## config.mk

```make
export PLATFORM = sky130hd
export DESIGN_NAME = hv_precharge_sequencer
export DESIGN_NICKNAME = d
export VERILOG_FILES = /design/src/sv/hvps_pkg.sv /design/src/sv/hv_precharge_sequencer.sv
export SDC_FILE = /design/constraint.sdc
export NUM_CORES = 1
export LEC_CHECK = 0
export CORE_MARGIN = 2
export CORE_UTILIZATION = 45
export CTS_CLUSTER_DIAMETER = 40
export CTS_CLUSTER_SIZE = 24
export DETAILED_ROUTE_END_ITERATION = 10
export DONT_BUFFER_PORTS = 1
export PLACE_DENSITY = 0.6
export RECOVER_POWER = 25
export SYNTH_ARGS = -nofsm -noshare
export SYNTH_HDL_FRONTEND = slang
export SYNTH_SLANG_ARGS = --single-unit
```

## constraint.sdc

```tcl
create_clock -name clock -period 3.2 [get_ports clock]
set_clock_uncertainty 0.1 [all_clocks]
set_input_delay 0.64 -clock clock [delete_from_list [all_inputs] [get_ports clock]]
set_output_delay 0.64 -clock clock [all_outputs]
set_load 0.05 [all_outputs]
```

## src/sv/hvps_pkg.sv

```systemverilog
// Shared types and constants of the high-voltage precharge sequencer.
// No dependencies; used by the top level and by its checker.
`default_nettype none

package hvps_pkg;

   // Stream payload widths (fields packed from bit 0, padded to bytes).
   localparam int REQ_TDATA_W = 40;
   localparam int RSP_TDATA_W = 16;
   localparam int CSR_INDEX_W = 3;
   localparam int CSR_DATA_W  = 15;
   localparam int VOLT_W      = 14;
   localparam int CURR_W      = 15;

   // Bit positions in the result beat.
   localparam int RSP_STATE_LSB = 0;
   localparam int RSP_SEV2_BIT  = 3;
   localparam int RSP_SEV1_BIT  = 4;
   localparam int RSP_FAULT_LSB = 5;
   localparam int RSP_WARN_LSB  = 9;

   localparam int unsigned PRECHARGE_TICKS_DEF = 30;
   localparam int unsigned SETTLE_TICKS_DEF    = 10;

   typedef enum logic [2:0] {
      MODE_UNLOCKED  = 3'd0,
      MODE_STANDBY   = 3'd1,
      MODE_PRECHARGE = 3'd2,
      MODE_HV        = 3'd3,
      MODE_RUNNING   = 3'd4,
      MODE_SHUTDOWN  = 3'd5
   } mode_type;

   typedef enum logic [CSR_INDEX_W-1:0] {
      CSR_VOLT_HIGH_FAULT = 3'd0,
      CSR_VOLT_LOW_FAULT  = 3'd1,
      CSR_VOLT_HIGH_WARN  = 3'd2,
      CSR_VOLT_LOW_WARN   = 3'd3,
      CSR_CURR_HIGH_FAULT = 3'd4,
      CSR_CURR_LOW_FAULT  = 3'd5,
      CSR_CURR_HIGH_WARN  = 3'd6,
      CSR_RELEASE_CURRENT = 3'd7
   } csr_index_type;

   localparam logic [VOLT_W-1:0]        VOLT_HIGH_FAULT_RST = 14'd6500;
   localparam logic [VOLT_W-1:0]        VOLT_LOW_FAULT_RST  = 14'd4000;
   localparam logic [VOLT_W-1:0]        VOLT_HIGH_WARN_RST  = 14'd5000;
   localparam logic [VOLT_W-1:0]        VOLT_LOW_WARN_RST   = 14'd4400;
   localparam logic signed [CURR_W-1:0] CURR_HIGH_FAULT_RST = 15'sd4000;
   localparam logic signed [CURR_W-1:0] CURR_LOW_FAULT_RST  = -15'sd300;
   localparam logic signed [CURR_W-1:0] CURR_HIGH_WARN_RST  = 15'sd3000;
   localparam logic signed [CURR_W-1:0] RELEASE_CURRENT_RST = 15'sd300;

endpackage

`default_nettype wire

```

## src/sv/hv_precharge_sequencer.sv

```systemverilog
// Top level of the high-voltage precharge sequencer: alarm latching, mode
// sequencer, dwell counters and result register. Depends on hvps_pkg.
//
//   channel  direction  beat content (lsb first)
//   req_     in         enable, run, precharge/positive/negative closed,
//                       voltage[13:0], current[14:0] signed
//   rsp_     out        state[2:0], sev2, sev1, 4 fault flags, 3 warn flags
//   csr_     in         index[2:0], data[14:0]
//
// For each tick beat the alarm compares and the next mode are worked out in
// the accept cycle, and the result lands in the output register in the next
// cycle. One beat per cycle is taken as long as the output register
// is empty or is drained in the same cycle. Reset (synchronous) restores the
// thresholds, returns the sequencer to unlocked and empties the output.
// csr_ready is always high.
`default_nettype none

module hv_precharge_sequencer #(
   parameter int unsigned PRECHARGE_TICKS = hvps_pkg::PRECHARGE_TICKS_DEF,
   parameter int unsigned SETTLE_TICKS    = hvps_pkg::SETTLE_TICKS_DEF
) (
   input  wire logic                               clock,
   input  wire logic                               reset,
   // enable_cmd, run_cmd, precharge_closed, positive_closed, negative_closed,
   // battery_voltage[13:0], discharge_current[14:0], zero pad
   input  wire logic [hvps_pkg::REQ_TDATA_W-1:0]   req_tdata,
   input  wire logic                               req_tvalid,
   output logic                                    req_tready,
   // reported_state[2:0], sev2, sev1, volt_high_fault_flag, volt_low_fault_flag,
   // curr_high_fault_flag, curr_low_fault_flag, volt_high_warn_flag,
   // volt_low_warn_flag, curr_high_warn_flag, zero pad
   output logic [hvps_pkg::RSP_TDATA_W-1:0]        rsp_tdata,
   output logic                                    rsp_tvalid,
   input  wire logic                               rsp_tready,
   input  wire logic                               csr_valid,
   output logic                                    csr_ready,
   input  wire logic [hvps_pkg::CSR_INDEX_W-1:0]   csr_index,
   input  wire logic [hvps_pkg::CSR_DATA_W-1:0]    csr_data
);
   import hvps_pkg::*;

   // Dwell counters saturate at their limit; the advance test only needs
   // to know whether the limit has been reached.
   localparam int PCW = $clog2(PRECHARGE_TICKS + 1);
   localparam int SCW = $clog2(SETTLE_TICKS + 1);
   localparam logic [PCW-1:0] PRE_MAX = PCW'(PRECHARGE_TICKS);
   localparam logic [SCW-1:0] SET_MAX = SCW'(SETTLE_TICKS);

   // Threshold registers.
   logic [VOLT_W-1:0]        volt_high_fault_ff, volt_low_fault_ff;
   logic [VOLT_W-1:0]        volt_high_warn_ff, volt_low_warn_ff;
   logic signed [CURR_W-1:0] curr_high_fault_ff, curr_low_fault_ff;
   logic signed [CURR_W-1:0] curr_high_warn_ff, release_current_ff;

   // Sequencer and alarm state. The severity bits follow from the present
   // causes of each tick, so only the latched cause flags are stored.
   mode_type       mode_ff, mode_in;
   logic [PCW-1:0] pre_cnt_ff, pre_cnt_in, pre_bump;
   logic [SCW-1:0] set_cnt_ff, set_cnt_in, set_bump;
   logic           sev2_in, sev1_in;
   logic [3:0]     fault_ff, fault_in;
   logic [2:0]     warn_ff, warn_in;

   // Output register.
   logic [RSP_TDATA_W-1:0] rsp_data_ff, rsp_data_in;
   logic                   rsp_valid_ff;

   logic                     req_fire;
   logic                     en, run, pre, pos, neg;
   logic [VOLT_W-1:0]        volt;
   logic signed [CURR_W-1:0] curr;
   logic                     vhf, vlf, chf, clf, vhw, vlw, chw;
   logic                     stop;

   assign req_tready = !rsp_valid_ff || rsp_tready;
   assign req_fire   = req_tvalid && req_tready;
   assign csr_ready  = 1'b1;
   assign rsp_tvalid = rsp_valid_ff;
   assign rsp_tdata  = rsp_data_ff;

   assign en   = req_tdata[0];
   assign run  = req_tdata[1];
   assign pre  = req_tdata[2];
   assign pos  = req_tdata[3];
   assign neg  = req_tdata[4];
   assign volt = req_tdata[18:5];
   assign curr = $signed(req_tdata[33:19]);

   // Alarm check.
   assign vhf = volt > volt_high_fault_ff;
   assign vlf = volt < volt_low_fault_ff;
   assign chf = curr > curr_high_fault_ff;
   assign clf = curr < curr_low_fault_ff;
   assign vhw = volt >= volt_high_warn_ff;
   assign vlw = volt <= volt_low_warn_ff;
   assign chw = curr >= curr_high_warn_ff;

   always_comb begin
      // Flags clear only when every cause of their group is gone; otherwise
      // the highest-priority present cause is added to the latched set.
      if (!(vhf || vlf || chf || clf)) begin
         sev2_in  = 1'b0;
         fault_in = '0;
      end else begin
         sev2_in  = 1'b1;
         fault_in = fault_ff;
         if (vhf) begin
            fault_in[0] = 1'b1;
         end else if (vlf) begin
            fault_in[1] = 1'b1;
         end else if (chf) begin
            fault_in[2] = 1'b1;
         end else begin
            fault_in[3] = 1'b1;
         end
      end
      if (!(vhw || vlw || chw)) begin
         sev1_in = 1'b0;
         warn_in = '0;
      end else begin
         sev1_in = 1'b1;
         warn_in = warn_ff;
         if (vhw) begin
            warn_in[0] = 1'b1;
         end else if (vlw) begin
            warn_in[1] = 1'b1;
         end else begin
            warn_in[2] = 1'b1;
         end
      end
   end

   assign stop     = sev2_in || !en || !run;
   assign pre_bump = (pre_cnt_ff < PRE_MAX) ? pre_cnt_ff + PCW'(1) : pre_cnt_ff;
   assign set_bump = (set_cnt_ff < SET_MAX) ? set_cnt_ff + SCW'(1) : set_cnt_ff;

   // Next state of the sequencer.
   always_comb begin
      mode_in    = mode_ff;
      pre_cnt_in = pre_cnt_ff;
      set_cnt_in = set_cnt_ff;
      unique case (mode_ff)
         MODE_UNLOCKED: begin
            if (en && !sev2_in) mode_in = MODE_STANDBY;
         end
         MODE_STANDBY: begin
            if (en && run && !sev2_in) mode_in = MODE_PRECHARGE;
         end
         MODE_PRECHARGE: begin
            pre_cnt_in = pre_bump;
            if (stop) begin
               mode_in    = MODE_SHUTDOWN;
               pre_cnt_in = '0;
            end else if (pre && neg && pre_bump >= PRE_MAX) begin
               mode_in    = MODE_HV;
               pre_cnt_in = '0;
            end
         end
         MODE_HV: begin
            set_cnt_in = set_bump;
            if (stop) begin
               mode_in    = MODE_SHUTDOWN;
               set_cnt_in = '0;
            end else if (pos && neg && set_bump >= SET_MAX) begin
               mode_in    = MODE_RUNNING;
               set_cnt_in = '0;
            end
         end
         MODE_RUNNING: begin
            if (stop) mode_in = MODE_SHUTDOWN;
         end
         MODE_SHUTDOWN: begin
            if ((en && run && !sev2_in) || curr <= release_current_ff) begin
               mode_in = MODE_STANDBY;
            end
         end
         default: begin
            mode_in = MODE_UNLOCKED;
         end
      endcase
   end

   // Result beat: the mode held at the start of the tick and the new flags.
   always_comb begin
      rsp_data_in = '0;
      rsp_data_in[RSP_STATE_LSB +: 3]  = mode_ff;
      rsp_data_in[RSP_SEV2_BIT]        = sev2_in;
      rsp_data_in[RSP_SEV1_BIT]        = sev1_in;
      rsp_data_in[RSP_FAULT_LSB +: 4]  = fault_in;
      rsp_data_in[RSP_WARN_LSB +: 3]   = warn_in;
   end

   always_ff @(posedge clock) begin
      if (reset) begin
         mode_ff      <= MODE_UNLOCKED;
         pre_cnt_ff   <= '0;
         set_cnt_ff   <= '0;
         fault_ff     <= '0;
         warn_ff      <= '0;
         rsp_valid_ff <= 1'b0;
      end else begin
         if (req_fire) begin
            mode_ff    <= mode_in;
            pre_cnt_ff <= pre_cnt_in;
            set_cnt_ff <= set_cnt_in;
            fault_ff   <= fault_in;
            warn_ff    <= warn_in;
         end
         if (req_fire) begin
            rsp_valid_ff <= 1'b1;
         end else if (rsp_tready) begin
            rsp_valid_ff <= 1'b0;
         end
      end
   end

   always_ff @(posedge clock) begin
      if (req_fire) rsp_data_ff <= rsp_data_in;
   end

   // Threshold writes.
   always_ff @(posedge clock) begin
      if (reset) begin
         volt_high_fault_ff <= VOLT_HIGH_FAULT_RST;
         volt_low_fault_ff  <= VOLT_LOW_FAULT_RST;
         volt_high_warn_ff  <= VOLT_HIGH_WARN_RST;
         volt_low_warn_ff   <= VOLT_LOW_WARN_RST;
         curr_high_fault_ff <= CURR_HIGH_FAULT_RST;
         curr_low_fault_ff  <= CURR_LOW_FAULT_RST;
         curr_high_warn_ff  <= CURR_HIGH_WARN_RST;
         release_current_ff <= RELEASE_CURRENT_RST;
      end else if (csr_valid && csr_ready) begin
         unique case (csr_index_type'(csr_index))
            CSR_VOLT_HIGH_FAULT: volt_high_fault_ff <= csr_data[VOLT_W-1:0];
            CSR_VOLT_LOW_FAULT:  volt_low_fault_ff  <= csr_data[VOLT_W-1:0];
            CSR_VOLT_HIGH_WARN:  volt_high_warn_ff  <= csr_data[VOLT_W-1:0];
            CSR_VOLT_LOW_WARN:   volt_low_warn_ff   <= csr_data[VOLT_W-1:0];
            CSR_CURR_HIGH_FAULT: curr_high_fault_ff <= $signed(csr_data);
            CSR_CURR_LOW_FAULT:  curr_low_fault_ff  <= $signed(csr_data);
            CSR_CURR_HIGH_WARN:  curr_high_warn_ff  <= $signed(csr_data);
            CSR_RELEASE_CURRENT: release_current_ff <= $signed(csr_data);
            default: begin
            end
         endcase
      end
   end

endmodule

`default_nettype wire

```

==> impl_metrics.env <==
export IMPL_status="complete, but fails checks"
export IMPL_violations="max-capacitance violations, max-slew violations"
export IMPL_dp_cells=1280
export IMPL_core_area_mm2=0.01877
export IMPL_final_cell_mix="195 x nand2_1, 136 x dfxtp_1, 128 x inv_1, 116 x ha_1, 112 x a21oi_1"
export IMPL_cts_buffers_inserted=17
export IMPL_maxSlewHeadroom=-0.4038
export IMPL_clock_latency_ns=0.42
export IMPL_met3_length_mm=1.239
export IMPL_path_clk_slew_ns=0.07
export IMPL_worstPathMaxFanout=4
export IMPL_max_freq_mhz=340.9
export IMPL_yosys_area_top_type="dfxtp_1"
export IMPL_maxSlewViolCount=37
export IMPL_yosysWarnings=0
export IMPL_postSynthAreaPerCell_um2=8.017
export IMPL_rsz0062_at_grt="no"
export IMPL_grt_overflow=0
export IMPL_portBuffers=0
export IMPL_criticalPathCategory="reg2reg"
export IMPL_final_common_cell="nand2_1"
export IMPL_grt_pass1_wl_mm=35.65
export IMPL_ys_seq_area_frac=0.3577
export IMPL_die_h_um=142.4
export IMPL_drt_iter0_drc=368
export IMPL_ys_types=70
export IMPL_fin_hold_ws_ns=0.1967
export IMPL_register_area_mm2=0.003083
export IMPL_cts_num_sinks=148
export IMPL_p_leak_nw=4.080
export IMPL_first_pass_iters=4
export IMPL_worstPathRequired_ns=3.39
export IMPL_io_pins=82
export IMPL_multi_input_area_mm2=0.004836
export IMPL_hold_depth=1
export IMPL_diodes=0
export IMPL_netlist_instances=1075
export IMPL_start_util=0.4592
export IMPL_hpwl_mm=15.65
export IMPL_rows=50
export IMPL_finalHoldViolCount=0
export IMPL_synth_ff_type="dfxtp_1"
export IMPL_cts_root_buffer="clkbuf_16"
export IMPL_top_layer="met4"
export IMPL_powerDensity_mw_per_mm2=483.0
export IMPL_postCtsHoldBufs=0
export IMPL_layout_drive_gt1_share=0.06679
export IMPL_grt_antenna_before_repair=0
export IMPL_routedWlPerCell_um=16.80
export IMPL_end_kind="flop"
export IMPL_final_cells=1312
export IMPL_netlist_top_cells_area="dfxtp_1 32%, ha_1 17%, nand2_1 8.5%, a21oi_1 6.5%, inv_1 5.6%"
export IMPL_crit_path_start_kind="flop"
export IMPL_setup_violations=0
export IMPL_wl_mm=22.04
export IMPL_synthToLayoutAreaGrowth_pct=10.21
export IMPL_die_area_mm2=0.02027
export IMPL_worst_pin_slew_ns=2.106
export IMPL_grt_usage=0.2274
export IMPL_drc_errors=0
export IMPL_worstPathArrival_ns=3.12
export IMPL_nets=1244
export IMPL_hold_path_class="in2reg"
export IMPL_globalplace_congestion=0.8567
export IMPL_dr_wl_met2_mm=10.69
export IMPL_ant_nets=0
export IMPL_clockBufferDepth=2
export IMPL_reg2reg_depth=11
export IMPL_nFillCells=1856
export IMPL_cap_violations=1
export IMPL_ys_ff_latch=148
export IMPL_fin_util=0.5061
export IMPL_die_x_um=142.4
export IMPL_viasPerCell=5.331
export IMPL_num_vias=6994
export IMPL_ir_drop_mv=0.3865
export IMPL_htreeDepth=4
export IMPL_grt_max_degree=100
export IMPL_setup_tns_ns=0
export IMPL_wl_met1_mm=9.800
export IMPL_grt_pass1_vias=6663
export IMPL_period_needed_ns=2.934
export IMPL_synth_area_mm2=0.008618
export IMPL_synth_top_area_frac=0.3159
export IMPL_synth_edff_count=12
export IMPL_async_reset_ff_frac=0
export IMPL_timing_final_crit_share=0.9168
export IMPL_cts_tree="built"
## synth_stat cells (2+ instances only)
master and n:
clkbuf_2 14, nand3_1 15, nand2b_1 11, a31oi_1 3, inv_1 128, a2111oi_0 2, o21a_1 7, buf_4 5
a211o_1 17, and3_1 6, clkbuf_1 35, o211a_1 2, dfxtp_1 136, o211ai_1 26, or2_2 3, nor2_1 70
o21ai_0 29, edfxtp_1 12, mux2i_1 6, a21oi_1 112, nand2_1 196, a211oi_1 7, conb_1 2, o31ai_1 5
and4_1 2, nor2b_1 7, nor4_1 5, ha_1 116, a21o_1 17, nor3_1 8, nand4_1 21, nand3b_1 9
a221oi_1 3, o221ai_1 2
## state kept, by name (all words and copies together) (netlist names), 4 cells and up
register / flops
curr_high_fault_ff: 15
curr_high_warn_ff: 15
curr_low_fault_ff: 15
fault_ff: 4
pre_cnt_ff: 5
release_current_ff: 15
rsp_tdata: 12
set_cnt_ff: 4
volt_high_fault_ff: 14
volt_high_warn_ff: 14
volt_low_fault_ff: 14
volt_low_warn_ff: 14
## cells by family after synthesis
group,share of synthesized area
AOI/OAI and AO/OA,0.1892
xor gates and xnor gates,0.001016
adders and majority gates,0.1684
buffers and inverters,0.08479
DFF,0.3577
muxes,0.008275
other,0.0008714
and+or+nand+nor,0.1898
## layer usage
layer	global-route usage	up-vias
li1	-	3645
met1	0.2761	3227
met2	0.3959	102
met3	0.06662	20
met4	0.05680	0
met5	0	-
## layout make-up
cell class / instances / share of cell area
flip-flops and latches: 148 / 0.3246
inverters: 130 / 0.05138
clock buffers: 21 / 0.05190
clock inverters: 11 / 0.01515
multi-input cells: 745 / 0.5092
well taps: 234 / 0.03083
repair buffers: 23 / 0.01699
## worst paths after layout
path              slack, ns                                from                                  to
setup / recovery       0.27   volt_low_fault_ff[2]$_SDFFE_PP0P_             mode_ff[2]$_SDFFE_PP0P_
hold / removal         0.20                               reset  release_current_ff[4]$_SDFFE_PP0P_
setup reg to reg       0.27   volt_low_fault_ff[2]$_SDFFE_PP0P_             mode_ff[2]$_SDFFE_PP0P_
hold reg to reg        0.35  curr_high_warn_ff[14]$_SDFFE_PP0P_  curr_high_warn_ff[14]$_SDFFE_PP0P_
## where the power goes
group	switching (W)	internal, W
clock network	0.000809	0.00134
logic	0.000250	0.000188
registers	0.0000685	0.00193
## through the flow
step	area, µm²	power [W]	setup slack (ns)
after CTS	9502	0.004633	0.2323
after global placement	8865	0.002469	-0.04707
after global routing	9498	0.004797	0.03591
after floorplan	8630	0.002409	0.07264
final	9498	0.004588	0.2663
after detailed placement	8865	0.002477	-0.008751
## worst max-delay path, cell delays in order (launching register included)
cell      delay, ns
dfxtp_1        0.33
inv_1          0.05
ha_1           0.28
nand2_1        0.05
o21ai_1        0.14
a221oi_1       0.11
o41ai_2        0.37
buf_4          0.20
or3b_2         0.49
or2_2          0.33
a221oi_1       0.24
o32ai_1        0.10
## repair_timing
action | CTS | global route
gates resized for setup | 0 | 4
setup buffers | 0 | 0
setup endpoints to repair | 0 | 2
No activity file was read; power rests on OpenSTA's default activity.
